$ cat src/design/reconstruction_filter_weight_macros.svh
// Assertion macros shared by the design files.
`ifndef RECONSTRUCTION_FILTER_WEIGHT_MACROS_SVH
`define RECONSTRUCTION_FILTER_WEIGHT_MACROS_SVH

`ifndef NO_ASSERTIONS
`define RFW_ASSERT(lbl, clk, rst_n, prop) \
	lbl: assert property (@(posedge clk) disable iff (!rst_n) prop) \
		else $error("rfw assertion failed");
`define RFW_ASSERT_NXT(lbl, clk, rst_n, pre, post) \
	lbl: assert property (@(posedge clk) disable iff (!rst_n) (pre) |=> (post)) \
		else $error("rfw assertion failed");
`else
`define RFW_ASSERT(lbl, clk, rst_n, prop)
`define RFW_ASSERT_NXT(lbl, clk, rst_n, pre, post)
`endif

`endif

$ cat src/design/rfw_pkg.sv
package rfw_pkg;

	localparam int NUM_STAGES = 10;

	typedef enum logic [2:0] {
		MODE_BOX       = 3'd0,
		MODE_TENT      = 3'd1,
		MODE_GAUSS     = 3'd2,
		MODE_MITCHELL  = 3'd3,
		MODE_QUADRATIC = 3'd4,
		MODE_CUBIC     = 3'd5,
		MODE_CATMULL   = 3'd6,
		MODE_UNKNOWN   = 3'd7
	} mode_t;

	typedef struct packed {
		logic [NUM_STAGES:1] en;
		logic [NUM_STAGES:1] vld;
	} pipe_ctl_t;

	typedef enum logic [1:0] {
		DIV_BY_1,
		DIV_BY_3,
		DIV_BY_9
	} div_t;

	typedef struct packed {
		logic signed [7:0] k0;
		logic signed [7:0] k1;
		logic signed [7:0] k2;
		logic signed [7:0] k3;
		logic [1:0]        sh;
		div_t              dv;
		logic [4:0]        d;
	} coef_t;

	// exp(-4.5 x^2) as 2^-u, u in Q16
	localparam logic [18:0] GAUSS_EXP_K = 19'd425468;
	localparam logic [11:0] GAUSS_PEAK  = 12'd4085;
	localparam logic [6:0]  HORNER_C5   = 7'd87;
	localparam logic [9:0]  HORNER_C4   = 10'd630;
	localparam logic [11:0] HORNER_C3   = 12'd3638;
	localparam logic [13:0] HORNER_C2   = 14'd15743;
	localparam logic [15:0] HORNER_C1   = 16'd45426;
	localparam logic [16:0] HORNER_C0   = 17'd65536;

	// ceil(2^24 / 5): exact floor division for numerators below 2^22
	localparam logic [21:0] RECIP_5 = 22'd3355444;

	function automatic logic [24:0] recip_q24(div_t dv);
		logic [24:0] r;
		case (dv)
			DIV_BY_3: r = 25'd5592406;
			DIV_BY_9: r = 25'd1864136;
			default:  r = 25'd16777216;
		endcase
		return r;
	endfunction

	// Piece coefficients over denominator d = 2^sh * divisor
	function automatic coef_t spline_coef(mode_t m, logic hi);
		coef_t c;
		c = '{k0: 8'sd0, k1: 8'sd0, k2: 8'sd0, k3: 8'sd0,
		      sh: 2'd0, dv: DIV_BY_1, d: 5'd1};
		unique case (m)
			MODE_MITCHELL: begin
				c = hi ? '{k0: 8'sd32, k1: -8'sd60, k2: 8'sd36, k3: -8'sd7,
				           sh: 2'd1, dv: DIV_BY_9, d: 5'd18}
				       : '{k0: 8'sd16, k1: 8'sd0, k2: -8'sd36, k3: 8'sd21,
				           sh: 2'd1, dv: DIV_BY_9, d: 5'd18};
			end
			MODE_QUADRATIC: begin
				c = hi ? '{k0: 8'sd9, k1: -8'sd12, k2: 8'sd4, k3: 8'sd0,
				           sh: 2'd3, dv: DIV_BY_1, d: 5'd8}
				       : '{k0: 8'sd6, k1: 8'sd0, k2: -8'sd8, k3: 8'sd0,
				           sh: 2'd3, dv: DIV_BY_1, d: 5'd8};
			end
			MODE_CUBIC: begin
				c = hi ? '{k0: 8'sd8, k1: -8'sd12, k2: 8'sd6, k3: -8'sd1,
				           sh: 2'd1, dv: DIV_BY_3, d: 5'd6}
				       : '{k0: 8'sd4, k1: 8'sd0, k2: -8'sd6, k3: 8'sd3,
				           sh: 2'd1, dv: DIV_BY_3, d: 5'd6};
			end
			MODE_CATMULL: begin
				c = hi ? '{k0: 8'sd4, k1: -8'sd8, k2: 8'sd5, k3: -8'sd1,
				           sh: 2'd1, dv: DIV_BY_1, d: 5'd2}
				       : '{k0: 8'sd2, k1: 8'sd0, k2: -8'sd5, k3: 8'sd3,
				           sh: 2'd1, dv: DIV_BY_1, d: 5'd2};
			end
			default: begin
				c.d = 5'd1;
			end
		endcase
		return c;
	endfunction

endpackage

$ cat src/design/rfw_ctrl.sv
`include "reconstruction_filter_weight_macros.svh"

module rfw_ctrl import rfw_pkg::*; (
	input  logic      clk,
	input  logic      arst_n,
	input  logic      in_valid,
	input  logic      out_ready,
	output pipe_ctl_t ctl
);

	logic [NUM_STAGES:1] vld_q;
	logic [NUM_STAGES:1] vld_d;
	logic [NUM_STAGES:1] en;

	// a stage moves when the output is ready, or when it or some later stage is empty
	for (genvar g = 1; g <= NUM_STAGES; g++) begin : g_en
		assign en[g] = out_ready || !(&vld_q[NUM_STAGES:g]);
	end

	assign vld_d = {vld_q[NUM_STAGES-1:1], in_valid};

	always_ff @(posedge clk or negedge arst_n) begin
		if (!arst_n) begin
			vld_q <= '0;
		end else begin
			for (int k = 1; k <= NUM_STAGES; k++) begin
				if (en[k]) begin
					vld_q[k] <= vld_d[k];
				end
			end
		end
	end

	assign ctl.en  = en;
	assign ctl.vld = vld_q;

	`RFW_ASSERT(a_full_stall_blocks, clk, arst_n, (&vld_q && !out_ready) |-> !en[1])
	`RFW_ASSERT(a_drain_frees_input, clk, arst_n, (vld_q[NUM_STAGES] && out_ready) |-> en[1])

endmodule

$ cat config.mk
export PLATFORM = sky130hd
export DESIGN_NAME = rfw_ctrl
export DESIGN_NICKNAME = d
export VERILOG_FILES = /design/src/design/rfw_pkg.sv /design/src/design/rfw_ctrl.sv
export VERILOG_INCLUDE_DIRS = /design/src /design/src/design
export SDC_FILE = /design/constraint.sdc
export NUM_CORES = 1
export LEC_CHECK = 0
export BUFFER_PORTS_ARGS = -buffer_cell sky130_fd_sc_hd__buf_4
export CAP_MARGIN = 10
export CORE_AREA = 2 2 39 41
export DETAILED_ROUTE_END_ITERATION = 7
export DIE_AREA = 0 0 41 43
export GPL_TIMING_DRIVEN = 0
export REMOVE_ABC_BUFFERS = 1
export SYNTH_ARGS = -nofsm -noshare
export SYNTH_HDL_FRONTEND = slang
export SYNTH_SLANG_ARGS = --single-unit
$ cat constraint.sdc
create_clock -name clk -period 1.6 [get_ports clk]
set_clock_uncertainty 0.1 [all_clocks]
set_input_delay 0.16 -clock clk [delete_from_list [all_inputs] [get_ports clk]]
set_output_delay 0.16 -clock clk [all_outputs]
set_load 0.03 [all_outputs]
# After elaboration in Yosys (flattened, before gate mapping)
# Index checks and enable logic that the tools add are counted.
# totals
regBits,10
in_bits,4
output_inout_bits,20
word_cells,39
# classes
reduce_logical,29
# ops
cell,count
logical NOT 1 bit,10
logical OR 1 bit,10
AND reduction 10 bit,1
AND reduction 9 bit,1
AND reduction 8 bit,1
AND reduction 7 bit,1
AND reduction 6 bit,1
AND reduction 5 bit,1
AND reduction 4 bit,1
AND reduction 3 bit,1
AND reduction 2 bit,1

# Longest topological paths before layout
# Gate-level depths: netlist of run 1.
# logic_depth
ltp_word,3
depth_mapped,4
depth_no_buf,4

# Worst setup path after synthesis of run 1
# OpenSTA, ideal clock, no wires.
# synth_path
path_type,flip-flop to output port
startpoint,register vld_q[10] in the netlist's numbering
endpoint,output ctl[14] in the netlist's numbering
arrival_ns,1.440
required_time_ns,1.340
slack_ns,-0.100
path_stages_with_launch,4
n_path_buf,0
path_cell_list,dfrtp_1 nand4b_2 nor2_2 nand3_1
# synth_lines
element,line,rtl
"start, declared",rfw_ctrl.sv:11,logic [NUM_STAGES:1] vld_q;
"start signal, assigned by index",rfw_ctrl.sv:28,vld_q[k] <= vld_d[k];
"end, declared",rfw_ctrl.sv:8,output pipe_ctl_t ctl

==> results of run 1 <==
## cells in the mapped netlist, drive strengths merged
cell | count | share of area, %
a21o | 2 | 3.5
a41o | 1 | 2.4
inv | 3 | 2.6
nand3 | 2 | 2.4
o21bai | 1 | 1.8
nor2 | 1 | 1.5
or2b | 1 | 1.8
nor3 | 1 | 3.8
nand3b | 1 | 1.8
nand2b | 3 | 6.2
dfrtp | 10 | 59
nand4 | 2 | 2.9
nand4b | 1 | 3.5
or2 | 1 | 1.5
nand2 | 4 | 3.5
a31o | 1 | 2.1
## worst min-delay path: cells and delay by family
family / cells / cell delay, ps
buf+inv: 1 / 90
simple gates: 2 / 200
## timing repair
action,in CTS,in global routing
endpoints found under the setup margin,5,7
resized for setup,7,0
buffers inserted,5,3
pin swaps,3,3
hold buffers,2,0
endpoints found under the hold margin,11,0
## layout make-up
| cell class | count | area, um^2 |
|---|---|---|
| Clock buffer | 3 | 22.52 |
| Timing Repair Buffer | 33 | 271.5 |
| Tap cell | 16 | 20.02 |
| Sequential cell | 10 | 250.2 |
| Fill cell | 140 | 636.9 |
| Multi-Input combinational cell | 22 | 171.4 |
| Inverter | 3 | 11.26 |
## cells in the final DEF, fill, tap and decap left out
cell type,synthesis,routed
sky130_fd_sc_hd__nand2_2,0,1
sky130_fd_sc_hd__nor2_4,0,1
sky130_fd_sc_hd__nand4_1,2,2
sky130_fd_sc_hd__nor3_4,1,1
sky130_fd_sc_hd__buf_6,0,5
sky130_fd_sc_hd__or2b_1,1,1
sky130_fd_sc_hd__dfrtp_1,10,10
sky130_fd_sc_hd__nand2_1,4,3
sky130_fd_sc_hd__inv_2,1,1
sky130_fd_sc_hd__nand3_1,2,2
sky130_fd_sc_hd__inv_1,2,2
sky130_fd_sc_hd__a41o_1,1,1
sky130_fd_sc_hd__buf_4,0,26
sky130_fd_sc_hd__nand4b_2,1,1
sky130_fd_sc_hd__a31o_1,1,1
sky130_fd_sc_hd__a21o_1,2,2
sky130_fd_sc_hd__nand2b_4,1,1
sky130_fd_sc_hd__nand3b_1,1,1
sky130_fd_sc_hd__nand2b_1,2,2
sky130_fd_sc_hd__or2_1,1,1
sky130_fd_sc_hd__clkbuf_4,0,3
sky130_fd_sc_hd__dlygate4sd3_1,0,2
sky130_fd_sc_hd__o21bai_1,1,1
## per-layer routing
metal,GRT usage [%],part of all wire [%],vias to the layer above
met2,21.88,51,19
met4,6.000,1.8,0
met1,15.44,39,186
met5,0,0,-
met3,8.377,8.4,2
li1,-,-,195
## how the worst max path moves through the flow
stage	from	end	slack (ps)	cells past startpoint
finish	vld_q[8]	ctl[12]	-90	5
CTS	vld_q[8]	ctl[12]	-120	5
global route	vld_q[7]	ctl[12]	-190	5
global placement	vld_q[6]	ctl[10]	170	4
floorplan	vld_q[10]	ctl[14]	-100	3
detailed placement	vld_q[9]	ctl[10]	150	4
## power by group
| part | switching [uW] | internal (uW) |
|---|---|---|
| clock network | 83.0 | 86.6 |
| logic | 281 | 197 |
| registers | 40.1 | 294 |
## logic make-up (layout without fill, tap and decap cells)
group,Yosys count,after routing
AND/OR/NAND/NOR,17,17
flip-flops,10,10
AO/OA/AOI/OAI,5,5
buffers and inverters,3,39
## stage by stage
stage	utilization [%]	setup slack (ps)	instances	hold WS [ps]
after detailed placement	44.67	147.0	74	-105.6
after global placement	44.67	172.9	74	-104.4
after global routing	53.98	-188.4	87	125.8
after CTS	52.35	-120.0	84	119.4
after floorplan	-	-100.2	35	-235.6
final	53.98	-88.65	87	120.2
==> impl_table.tex, run 1 <==
\begin{tabular}{lr}
\hline
Metric & Value \\
\hline
\multicolumn{2}{l}{\textbf{Timing}} \\
\quad Slew at the pin closest to its max-slew limit & 259.8 ps \\
\quad Final worst path period need & around 1700 ps \\
\quad Final max-slew violation count & 0 \\
\quad Maximum achievable frequency & 592.2 MHz \\
\quad Tightest slew margin relative to the limit & between 80 and 90\% \\
\quad Final worst-path setup slack & -88.65 ps \\
\quad Number of hold-slack violations in the final timing report & 0 \\
\quad Accumulated negative setup slack & -318.3 ps \\
\quad Final cycle utilization of the critical path & 105.5\% \\
\quad Setup repair after global routing missed its margin & true \\
\quad Setup violations, final & 6 \\
\multicolumn{2}{l}{\textbf{Detailed routing}} \\
\quad Number of remaining DRC errors & 0 \\
\quad Number of nets still failing antenna checks after routing & 0 \\
\quad 1st-pass router iterations & 2 \\
\quad Post-detailed-routing wire length & between 1 and 1.5 mm \\
\quad First-iteration detailed-routing DRC count & 1 \\
\quad Average routed wire per standard cell & 12.40 um \\
\quad Post-DR vias/cell & 4.621 \\
\quad Total via count in the routed design & 402 \\
\multicolumn{2}{l}{\textbf{Critical path}} \\
\quad Reg-to-reg critical path startpoint & vld\_q[8] \\
\quad Worst reg2reg endpoint & vld\_q[3] \\
\quad Standard cell with the maximum stage delay on the critical path & sky130\_fd\_sc\_hd\_\_dfrtp\_1 \\
\quad Minimum setup slack among reg-to-reg paths & 270 ps \\
\quad Critical setup path kind & flip-flop to output pin \\
\quad Required time reported for the critical path endpoint & 1340 ps \\
\quad Kind of capture point of the worst setup path & output pin \\
\quad R2R depth & 5 \\
\quad Data arrival time of the worst path & 1430 ps \\
\quad Ordered list of cells on the worst path & nand4\_1 > nor3\_4 > buf\_6 > nand2\_2 > buf\_6 \\
\quad Cell repeated most along the worst path & sky130\_fd\_sc\_hd\_\_buf\_6 \\
\quad Family of cells with the greatest summed delay on the critical path & simple AND/OR/NAND/NOR gates \\
\quad Buffers \& Inverters on Critical Path & 2 \\
\quad Critical path launch point type & flip-flop \\
\quad Largest stage delay, worst path & roughly 360 ps \\
\quad Largest fanout on the critical path & 5 \\
\multicolumn{2}{l}{\textbf{Synthesis}} \\
\quad Count of distinct cell types in the synthesized netlist & 18 \\
\quad Syn Area/Cell & $\sim$12 um\^{}2 \\
\quad Compound-Gate Fraction of Synth Area & 9.706\% \\
\quad Share of synthesized area spent on multiplexers & 0\% \\
\quad Number of synthesis warnings & 0 \\
\quad Synthesized area & roughly 430 um\^{}2 \\
\quad Dominant combinational cell family by area after synthesis & simple AND/OR/NAND/NOR gates \\
\quad Share of synthesized cell area in and, or, nand and nor gates & $\sim$29\% \\
\quad Fraction of the mapped netlist area in adder cells & 0\% \\
\quad Post-Synth XOR/XNOR Area & 0\% \\
\quad Number of synthesized register bits & 10 \\
\quad Fraction of the yosys area taken by sequential cells & 58.82\% \\
\quad Number of standard cells after synthesis & 35 \\
\multicolumn{2}{l}{\textbf{Pwr}} \\
\quad Total power density per cell area & between 1000 and 1500 nW/um\^{}2 \\
\quad Pwr Total & 981.5 uW \\
\quad Leak & 0.0003599 uW \\
\quad Worst vdd rail ir drop & 0.7027 mV \\
\multicolumn{2}{l}{\textbf{Worst hold path}} \\
\quad Worst hold path stage count & 3 \\
\quad Type of the most critical hold path & input pin to flip-flop \\
\quad Hold Path Sink & vld\_q[9] \\
\quad Origin of the worst min-delay path & out\_ready \\
\multicolumn{2}{l}{\textbf{Final layout}} \\
\quad Layout cells sized above 1 & a little under three fifths \\
\quad Post-layout nets & just under 80 \\
\quad Diode count & 0 \\
\quad Design Area, Final & $\sim$750 um\^{}2 \\
\quad Max reg flops & 10 \\
\quad Area growth from synthesis to layout & 75.59\% \\
\quad Register with the most flip-flops & vld\_q \\
\quad Regs by FF count & vld\_q x10 \\
\multicolumn{2}{l}{\textbf{Global route}} \\
\quad Global-route congestion overflow total & 0 \\
\quad Number of antenna violations at the first check in global routing & 0 \\
\quad Global router's overall resource usage & 14.34\% \\
\quad Vias in the first global route & 390 \\
\quad Pin count of the biggest net entering global routing & 11 \\
\quad Global-route wire length before repair & between 1.5 and 2 mm \\
\multicolumn{2}{l}{\textbf{Clocking}} \\
\quad Worst-case clock buffer depth & 2 \\
\quad CTS H-tree lvls & 1 \\
\quad Clock tree from TritonCTS & built \\
\quad Clock Latency Late Sink & 260 ps \\
\quad CTS root buffer & sky130\_fd\_sc\_hd\_\_clkbuf\_4 \\
\quad TritonCTS buffer count & 3 \\
\quad Clock edge transition at the registers on the reported setup and hold paths & $\sim$70 ps \\
\quad Total number of clock tree sinks & 10 \\
\multicolumn{2}{l}{\textbf{Die}} \\
\quad Die Y & about 43 um \\
\quad Die Wd & 41 um \\
\quad Total die area & 1763 um\^{}2 \\
\quad Placement row count & 14 \\
\quad Starting density of the core & 30.74\% \\
\quad Floorplan core area & 1384 um\^{}2 \\
\quad Top Ports & 24 \\
\multicolumn{2}{l}{\textbf{Run status}} \\
\quad Result of the run & complete, but fails checks \\
\quad Violations in the final reports & negative setup slack \\
\multicolumn{2}{l}{\textbf{Placed design}} \\
\quad Final GP Congestion & 0.6654 \\
\quad Placed standard-cell area & 618.1 um\^{}2 \\
\quad Input/output buffers & 23 \\
\multicolumn{2}{l}{\textbf{Job}} \\
\quad Number of maximum-capacitance constraint violations & 0 \\
\hline
\end{tabular}
Power figures use the tool's default switching activity.
==> inputs of run 2 (changes only) <==
--- a/config.mk
+++ b/config.mk
@@ -8,10 +8,13 @@
 export LEC_CHECK = 0
 export BUFFER_PORTS_ARGS = -buffer_cell sky130_fd_sc_hd__buf_4
 export CAP_MARGIN = 10
-export CORE_AREA = 2 2 39 41
+export CELL_PAD_IN_SITES_DETAIL_PLACEMENT = 0
+export CELL_PAD_IN_SITES_GLOBAL_PLACEMENT = 2
+export CORE_MARGIN = 2
+export CORE_UTILIZATION = 23
 export DETAILED_ROUTE_END_ITERATION = 7
-export DIE_AREA = 0 0 41 43
 export GPL_TIMING_DRIVEN = 0
+export PLACE_DENSITY_LB_ADDON = 0.1
 export REMOVE_ABC_BUFFERS = 1
 export SYNTH_ARGS = -nofsm -noshare
 export SYNTH_HDL_FRONTEND = slang
==> run 2 against run 1 <==
  * Utilization decreased by 8.2 points
  * Register-to-register slack better by 140 ps
  * Maximum frequency increased by 2.8%
  * Highest routed layer is now met3
  * Sequential share of layout area down 1.7 points
  * Power is 4.3% higher
  * Die area rose by 25%
  * Critical path type unchanged
  * The flow still finishes with violations (negative setup slack)
==> impl_table.tex, run 2 (synthesis results as in run 1) <==
\begin{tabular}{lr}
\hline
Metric & Value \\
\hline
\multicolumn{2}{l}{\textbf{Critical path}} \\
\quad R2R depth & 6 (+1) \\
\quad Worst reg2reg endpoint & vld\_q[7] \\
\quad Ordered list of cells on the worst path & nand2b\_4 > nor3\_4 > buf\_6 > nand4\_1 > buf\_6 \\
\quad Reg-to-reg critical path startpoint & vld\_q[9] \\
\quad Minimum setup slack among reg-to-reg paths & 410 ps (+140 ps) \\
\quad Critical path launch point type & flip-flop \\
\quad Largest stage delay, worst path & 430 ps (+70 ps) \\
\quad Cell repeated most along the worst path & sky130\_fd\_sc\_hd\_\_buf\_6 \\
\quad Required time reported for the critical path endpoint & 1340 ps (about the same) \\
\quad Standard cell with the maximum stage delay on the critical path & sky130\_fd\_sc\_hd\_\_dfrtp\_2 \\
\quad Kind of capture point of the worst setup path & output pin \\
\quad Critical setup path kind & flip-flop to output pin \\
\quad Family of cells with the greatest summed delay on the critical path & flip-flops \\
\quad Buffers \& Inverters on Critical Path & 2 (unchanged) \\
\quad Data arrival time of the worst path & 1380 ps (-50 ps) \\
\quad Largest fanout on the critical path & 4 (-1) \\
\multicolumn{2}{l}{\textbf{Timing}} \\
\quad Final cycle utilization of the critical path & 102.7\% (-2.9 points) \\
\quad Setup violations, final & 3 (-3) \\
\quad Setup repair after global routing missed its margin & true \\
\quad Slew at the pin closest to its max-slew limit & 236.4 ps (-23.37 ps) \\
\quad Number of hold-slack violations in the final timing report & 0 (unchanged) \\
\quad Maximum achievable frequency & 608.8 MHz (+2.8\%) \\
\quad Final max-slew violation count & 0 (unchanged) \\
\quad Final worst-path setup slack & -42.70 ps (+45.95 ps) \\
\quad Final worst path period need & 1643 ps (-45.95 ps) \\
\quad Tightest slew margin relative to the limit & 84.24\% (+1.6 points) \\
\multicolumn{2}{l}{\textbf{Global route}} \\
\quad Vias in the first global route & 383 (-1.8\%) \\
\quad Number of antenna violations at the first check in global routing & 0 (unchanged) \\
\quad Global-route wire length before repair & 1.766 mm (+9.4\%) \\
\quad Pin count of the biggest net entering global routing & 11 (unchanged) \\
\quad Global-route congestion overflow total & 0 (unchanged) \\
\quad Global router's overall resource usage & 11.92\% (-2.4 points) \\
\multicolumn{2}{l}{\textbf{Final layout}} \\
\quad Fill cells & 176 (+26\%) \\
\quad Max reg flops & 10 (unchanged) \\
\quad Highest-count cells in the layout ignoring fill and taps & 26 x sky130\_fd\_sc\_hd\_\_buf\_4, 9 x sky130\_fd\_sc\_hd\_\_dfrtp\_1, 7 x sky130\_fd\_sc\_hd\_\_buf\_6 \\
\quad Layout cells sized above 1 & 58.90\% (+2.6 points) \\
\quad Regs by FF count & vld\_q x10 \\
\quad Diode count & 0 (unchanged) \\
\quad Post-Route Utilization & 45.80\% (-8.2 points) \\
\quad Leading cell type in the layout, fill and taps excluded & sky130\_fd\_sc\_hd\_\_buf\_4 \\
\quad Area growth from synthesis to layout & 85.88\% \\
\quad Register with the most flip-flops & vld\_q \\
\quad Post-layout nets & 79 (+2.6\%) \\
\multicolumn{2}{l}{\textbf{Die}} \\
\quad Top Ports & 24 (unchanged) \\
\quad Floorplan core area & 1727 um\^{}2 (+25\%) \\
\quad Starting density of the core & 24.64\% (-6.1 points) \\
\quad Die Wd & 47.01 um (+15\%) \\
\quad Total die area & 2209 um\^{}2 (+25\%) \\
\quad Die Y & 47.01 um (+9.3\%) \\
\quad Placement row count & 15 (+1) \\
\multicolumn{2}{l}{\textbf{Pwr}} \\
\quad Worst vdd rail ir drop & 0.5642 mV (-20\%) \\
\quad Total power density per cell area & 1295 nW/um\^{}2 (-1.5\%) \\
\quad Leak & 0.0003763 uW (+4.5\%) \\
\multicolumn{2}{l}{\textbf{Clocking}} \\
\quad Total number of clock tree sinks & 10 (unchanged) \\
\quad TritonCTS buffer count & 3 (unchanged) \\
\quad Worst-case clock buffer depth & 2 (unchanged) \\
\quad Clock edge transition at the registers on the reported setup and hold paths & 60 ps (about the same) \\
\quad CTS H-tree lvls & 1 (unchanged) \\
\quad CTS root buffer & sky130\_fd\_sc\_hd\_\_clkbuf\_4 \\
\quad Clock tree from TritonCTS & built \\
\quad Clock Latency Late Sink & 260 ps (about the same) \\
\multicolumn{2}{l}{\textbf{Detailed routing}} \\
\quad Post-DR vias/cell & 4.133 (-11\%) \\
\quad Post-detailed-routing wire length & 1.083 mm (+0.37\%) \\
\quad Average routed wire per standard cell & 11.05 um (-11\%) \\
\quad Number of nets still failing antenna checks after routing & 0 (unchanged) \\
\quad Total via count in the routed design & 405 (+0.75\%) \\
\quad Number of remaining DRC errors & 0 (unchanged) \\
\quad 1st-pass router iterations & 2 (unchanged) \\
\quad First-iteration detailed-routing DRC count & 4 (+3) \\
\multicolumn{2}{l}{\textbf{Run status}} \\
\quad Result of the run & complete, but fails checks \\
\quad Violations in the final reports & negative setup slack \\
\multicolumn{2}{l}{\textbf{Placed design}} \\
\quad Final GP Congestion & 0.6352 (-4.5\%) \\
\quad Placement-stage worst setup slack & 135.3 ps (-11.73 ps) \\
\quad Input/output buffers & 23 (unchanged) \\
\multicolumn{2}{l}{\textbf{Worst hold path}} \\
\quad Worst hold path stage count & 3 (unchanged) \\
\quad Hold Path Sink & vld\_q[9] \\
\quad Type of the most critical hold path & input pin to flip-flop \\
\quad Origin of the worst min-delay path & out\_ready \\
\multicolumn{2}{l}{\textbf{Job}} \\
\quad Number of maximum-capacitance constraint violations & 0 (unchanged) \\
\hline
\end{tabular}
## run 2: worst register-to-register path: stages (launching register included)
cell,delay [ps]
sky130_fd_sc_hd__dfrtp_1,380
sky130_fd_sc_hd__buf_6,130
sky130_fd_sc_hd__nand4b_4,120
sky130_fd_sc_hd__nor2_4,150
sky130_fd_sc_hd__inv_2,60
sky130_fd_sc_hd__buf_4,130
sky130_fd_sc_hd__nand2b_1,50
## run 2: layer usage
layer / global-route usage [%] / vias to the layer above / part of all wire, %
met5: 0 / - / 0
met4: 3.333 / 0 / 0
met3: 7.308 / 0 / 7.9
met2: 16.16 / 16 / 48
met1: 15.88 / 189 / 44
li1: - / 200 / -
## run 2: repair_timing
action,in CTS,in global routing
pin swaps,3,2
hold buffers,2,0
endpoints found under the hold margin,11,0
setup buffers,6,4
resized for setup,5,6
endpoints found under the setup margin,5,7
## run 2: power breakdown
| group | internal, uW | switching, uW |
|---|---|---|
| registers | 294 | 37.7 |
| logic | 229 | 294 |
| clock network | 86.8 | 82.8 |
## run 2: how the worst max path moves through the flow
stage,startpoint,endpoint,slack (ps),cells past startpoint
after floorplan,vld_q[10],ctl[14],-100,3
after global placement,vld_q[6],ctl[10],130,4
after detailed placement,vld_q[9],ctl[10],140,4
after CTS,vld_q[9],ctl[10],-80,5
after global routing,vld_q[5],ctl[10],-130,5
final,vld_q[10],ctl[10],-40,5
## run 2: cell type report
type / instances / area (um^2) / share of cell area, %
flip-flops and latches: 10 / 251.5 / 31.80
inverters: 3 / 11.26 / 1.424
clock buffers: 3 / 22.52 / 2.848
repair buffers: 35 / 294.0 / 37.18
well taps: 25 / 31.28 / 3.956
multi-input cells: 22 / 180.2 / 22.78
## run 2: stage by stage
stage	hold WS, ps	instances	total power [uW]	instance area, um^2	setup TNS (ps)
final	94.82	98	1024	790.8	-77.25
after floorplan	-235.6	35	592.4	425.4	-198.1
after CTS	89.91	94	989.8	742.0	-246.9
after global placement	-100.5	83	750.5	629.4	0
after global routing	117.3	98	1094	790.8	-494.4
after detailed placement	-101.0	83	746.8	629.4	0
==> inputs of run 3 (changes only) <==
==> constraint.sdc (replaced) <==
create_clock -name clk -period 1.6 [get_ports clk]
set_clock_uncertainty 0.1 [all_clocks]
set_input_delay 0.24 -clock clk [delete_from_list [all_inputs] [get_ports clk]]
set_output_delay 0.24 -clock clk [all_outputs]
set_load 0.03 [all_outputs]
==> run 3 against run 2 <==
  * Cell area is 2.2% higher
  * Sequential power hardly changed
  * Maximum frequency is 3.4% lower
  * Clock power hardly changed
  * Largest cell class unchanged
  * Largest power group unchanged
  * The run still ends with negative setup slack left
  * Critical endpoint unchanged
  * Critical path depth stayed put
  * Hold slack worse by 29 ps
  * Wire length is 3.0% lower
  * Via count is 1.5% higher
==> impl_table.tex, run 3 (synthesis results as in run 1) <==
\begin{tabular}{lr}
\hline
Metric & Value \\
\hline
\multicolumn{2}{l}{\textbf{Pwr}} \\
\quad Leak & 0.0003840 uW (+2.0\%) \\
\quad Pwr Total & 1042 uW (+1.8\%) \\
\quad Total power density per cell area & 1289 nW/um\^{}2 (-0.44\%) \\
\quad Worst vdd rail ir drop & 0.5605 mV (-0.66\%) \\
\multicolumn{2}{l}{\textbf{Critical path}} \\
\quad Data arrival time of the worst path & 1360 ps (-20 ps) \\
\quad Critical path launch point type & flip-flop \\
\quad Required time reported for the critical path endpoint & 1260 ps (-80 ps) \\
\quad Largest fanout on the critical path & 4 (unchanged) \\
\quad CP startpoint & vld\_q[5] \\
\quad Kind of capture point of the worst setup path & output pin \\
\quad Critical setup path kind & flip-flop to output pin \\
\quad Reg-to-reg critical path startpoint & vld\_q[9] \\
\quad Minimum setup slack among reg-to-reg paths & 300 ps (-110 ps) \\
\multicolumn{2}{l}{\textbf{Final layout}} \\
\quad Highest-count cells in the layout ignoring fill and taps & 26 x sky130\_fd\_sc\_hd\_\_buf\_4, 9 x sky130\_fd\_sc\_hd\_\_buf\_6, 9 x sky130\_fd\_sc\_hd\_\_dfrtp\_1 \\
\quad Max reg flops & 10 (unchanged) \\
\quad Diode count & 0 (unchanged) \\
\quad Fill cells & 177 (+0.57\%) \\
\quad Leading cell type in the layout, fill and taps excluded & sky130\_fd\_sc\_hd\_\_buf\_4 \\
\quad Post-layout nets & 80 (+1.3\%) \\
\quad Register with the most flip-flops & vld\_q \\
\quad Layout cells sized above 1 & 62.16\% (+3.3 points) \\
\quad Regs by FF count & vld\_q x10 \\
\quad Area growth from synthesis to layout & 90.00\% \\
\multicolumn{2}{l}{\textbf{Timing}} \\
\quad Final max-slew violation count & 0 (unchanged) \\
\quad Number of hold-slack violations in the final timing report & 0 (unchanged) \\
\quad Setup violations, final & 8 (+5) \\
\quad Maximum achievable frequency & 588.0 MHz (-3.4\%) \\
\quad Final worst path period need & 1701 ps (+58.10 ps) \\
\quad Slew at the pin closest to its max-slew limit & 229.5 ps (-6.926 ps) \\
\quad Setup repair after global routing missed its margin & true \\
\quad Final cycle utilization of the critical path & 106.3\% (+3.6 points) \\
\quad Tightest slew margin relative to the limit & 84.70\% (+0.46 points) \\
\quad Accumulated negative setup slack & -475.5 ps (-398.2 ps) \\
\quad Worst hold slack after final layout & 66.10 ps (-28.72 ps) \\
\quad Final worst-path setup slack & -100.8 ps (-58.10 ps) \\
\multicolumn{2}{l}{\textbf{Die}} \\
\quad Placement row count & 15 (unchanged) \\
\quad Top Ports & 24 (unchanged) \\
\quad Total die area & 2209 um\^{}2 (unchanged) \\
\quad Starting density of the core & 24.64\% (unchanged) \\
\quad Die Wd & 47.01 um (unchanged) \\
\quad Die Y & 47.01 um (unchanged) \\
\quad Floorplan core area & 1727 um\^{}2 (unchanged) \\
\multicolumn{2}{l}{\textbf{Detailed routing}} \\
\quad Total via count in the routed design & 411 (+1.5\%) \\
\quad Post-DR vias/cell & 4.152 (+0.46\%) \\
\quad Number of remaining DRC errors & 0 (unchanged) \\
\quad 1st-pass router iterations & 3 (+1) \\
\quad Post-detailed-routing wire length & 1.050 mm (-3.0\%) \\
\quad First-iteration detailed-routing DRC count & 5 (+1) \\
\quad Average routed wire per standard cell & 10.61 um (-4.0\%) \\
\quad Number of nets still failing antenna checks after routing & 0 (unchanged) \\
\multicolumn{2}{l}{\textbf{Run status}} \\
\quad Result of the run & complete, but fails checks \\
\quad Violations in the final reports & negative setup slack \\
\multicolumn{2}{l}{\textbf{Clocking}} \\
\quad TritonCTS buffer count & 3 (unchanged) \\
\quad Clock tree from TritonCTS & built \\
\quad CTS root buffer & sky130\_fd\_sc\_hd\_\_clkbuf\_4 \\
\quad Worst-case clock buffer depth & 2 (unchanged) \\
\quad Total number of clock tree sinks & 10 (unchanged) \\
\quad Clock edge transition at the registers on the reported setup and hold paths & 60 ps (about the same) \\
\quad Clock Latency Late Sink & 260 ps (about the same) \\
\quad CTS H-tree lvls & 1 (unchanged) \\
\multicolumn{2}{l}{\textbf{Job}} \\
\quad Number of maximum-capacitance constraint violations & 0 (unchanged) \\
\multicolumn{2}{l}{\textbf{Global route}} \\
\quad Vias in the first global route & 401 (+4.7\%) \\
\quad Global-route wire length before repair & 1.787 mm (+1.2\%) \\
\quad Global-route congestion overflow total & 0 (unchanged) \\
\quad Number of antenna violations at the first check in global routing & 0 (unchanged) \\
\quad Pin count of the biggest net entering global routing & 11 (unchanged) \\
\quad Global router's overall resource usage & 12.06\% (+0.14 points) \\
\multicolumn{2}{l}{\textbf{Worst hold path}} \\
\quad Origin of the worst min-delay path & in\_valid \\
\quad Type of the most critical hold path & input pin to flip-flop \\
\multicolumn{2}{l}{\textbf{Placed design}} \\
\quad Final GP Congestion & 0.6352 (unchanged) \\
\quad Input/output buffers & 23 (unchanged) \\
\hline
\end{tabular}
==> run 3: worst paths after layout <==
check,endpoint,cells after the start
setup reg to reg,vld_q[5],7
min in group asynchronous,vld_q[6],2
hold / removal,vld_q[1],2
hold reg to reg,vld_q[8],2
max in group asynchronous,vld_q[10],2
setup / recovery,ctl[10],5
==> run 3: timing repair <==
item | CTS | global route
endpoints found under the setup margin | 7 | 9
buffers inserted | 10 | 2
endpoints found under the hold margin | 10 | 0
hold buffers | 1 | 0
gates resized for setup | 12 | 2
pin swaps | 4 | 3
==> run 3: final cells by class <==
cell class	count	area, um^2	area share, %
Clock buffer	3	22.52	2.786
Tap cell	25	31.28	3.870
Inverter	3	11.26	1.393
Timing Repair Buffer	36	306.5	37.93
Sequential cell	10	251.5	31.11
Multi-Input combinational cell	22	185.2	22.91
==> run 3: power by group <==
group	switching, uW	internal (uW)	total, uW
Clock	80.7	86.7	167
Sequential	37.4	294	332
Combinational	300	243	543
Total	418	624	1040
==> run 3: per-layer routing <==
| layer | wire, um | vias up | GRT usage (%) |
|---|---|---|---|
| met5 | 0 | - | 0 |
| met2 | 494 | 16 | 15.89 |
| met1 | 469 | 193 | 16.51 |
| met3 | 86 | 0 | 7.308 |
| met4 | 0 | 0 | 3.333 |
| li1 | - | 202 | - |
==> run 3: through the flow <==
| step | worst slack (ps) | util [%] | cells | cell area [um^2] |
|---|---|---|---|---|
| 6_report | -100.8 | 46.81 | 99 | 808.3 |
| 5_1_grt | -182.2 | 46.81 | 99 | 808.3 |
| 4_1_cts | -163.4 | 45.51 | 97 | 785.8 |
| 3_5_place_dp | 55.31 | 36.45 | 83 | 629.4 |
| 3_3_place_gp | 48.00 | 36.45 | 83 | 629.4 |
| 2_1_floorplan | -180.2 | - | 35 | 425.4 |
==> run 3: critical path: stages, from the launching register on <==
cell and delay [ps]:
sky130_fd_sc_hd__dfrtp_1 410, sky130_fd_sc_hd__nand2_2 100, sky130_fd_sc_hd__nor3_4 200, sky130_fd_sc_hd__buf_6 130
sky130_fd_sc_hd__nand4_1 110, sky130_fd_sc_hd__buf_6 160
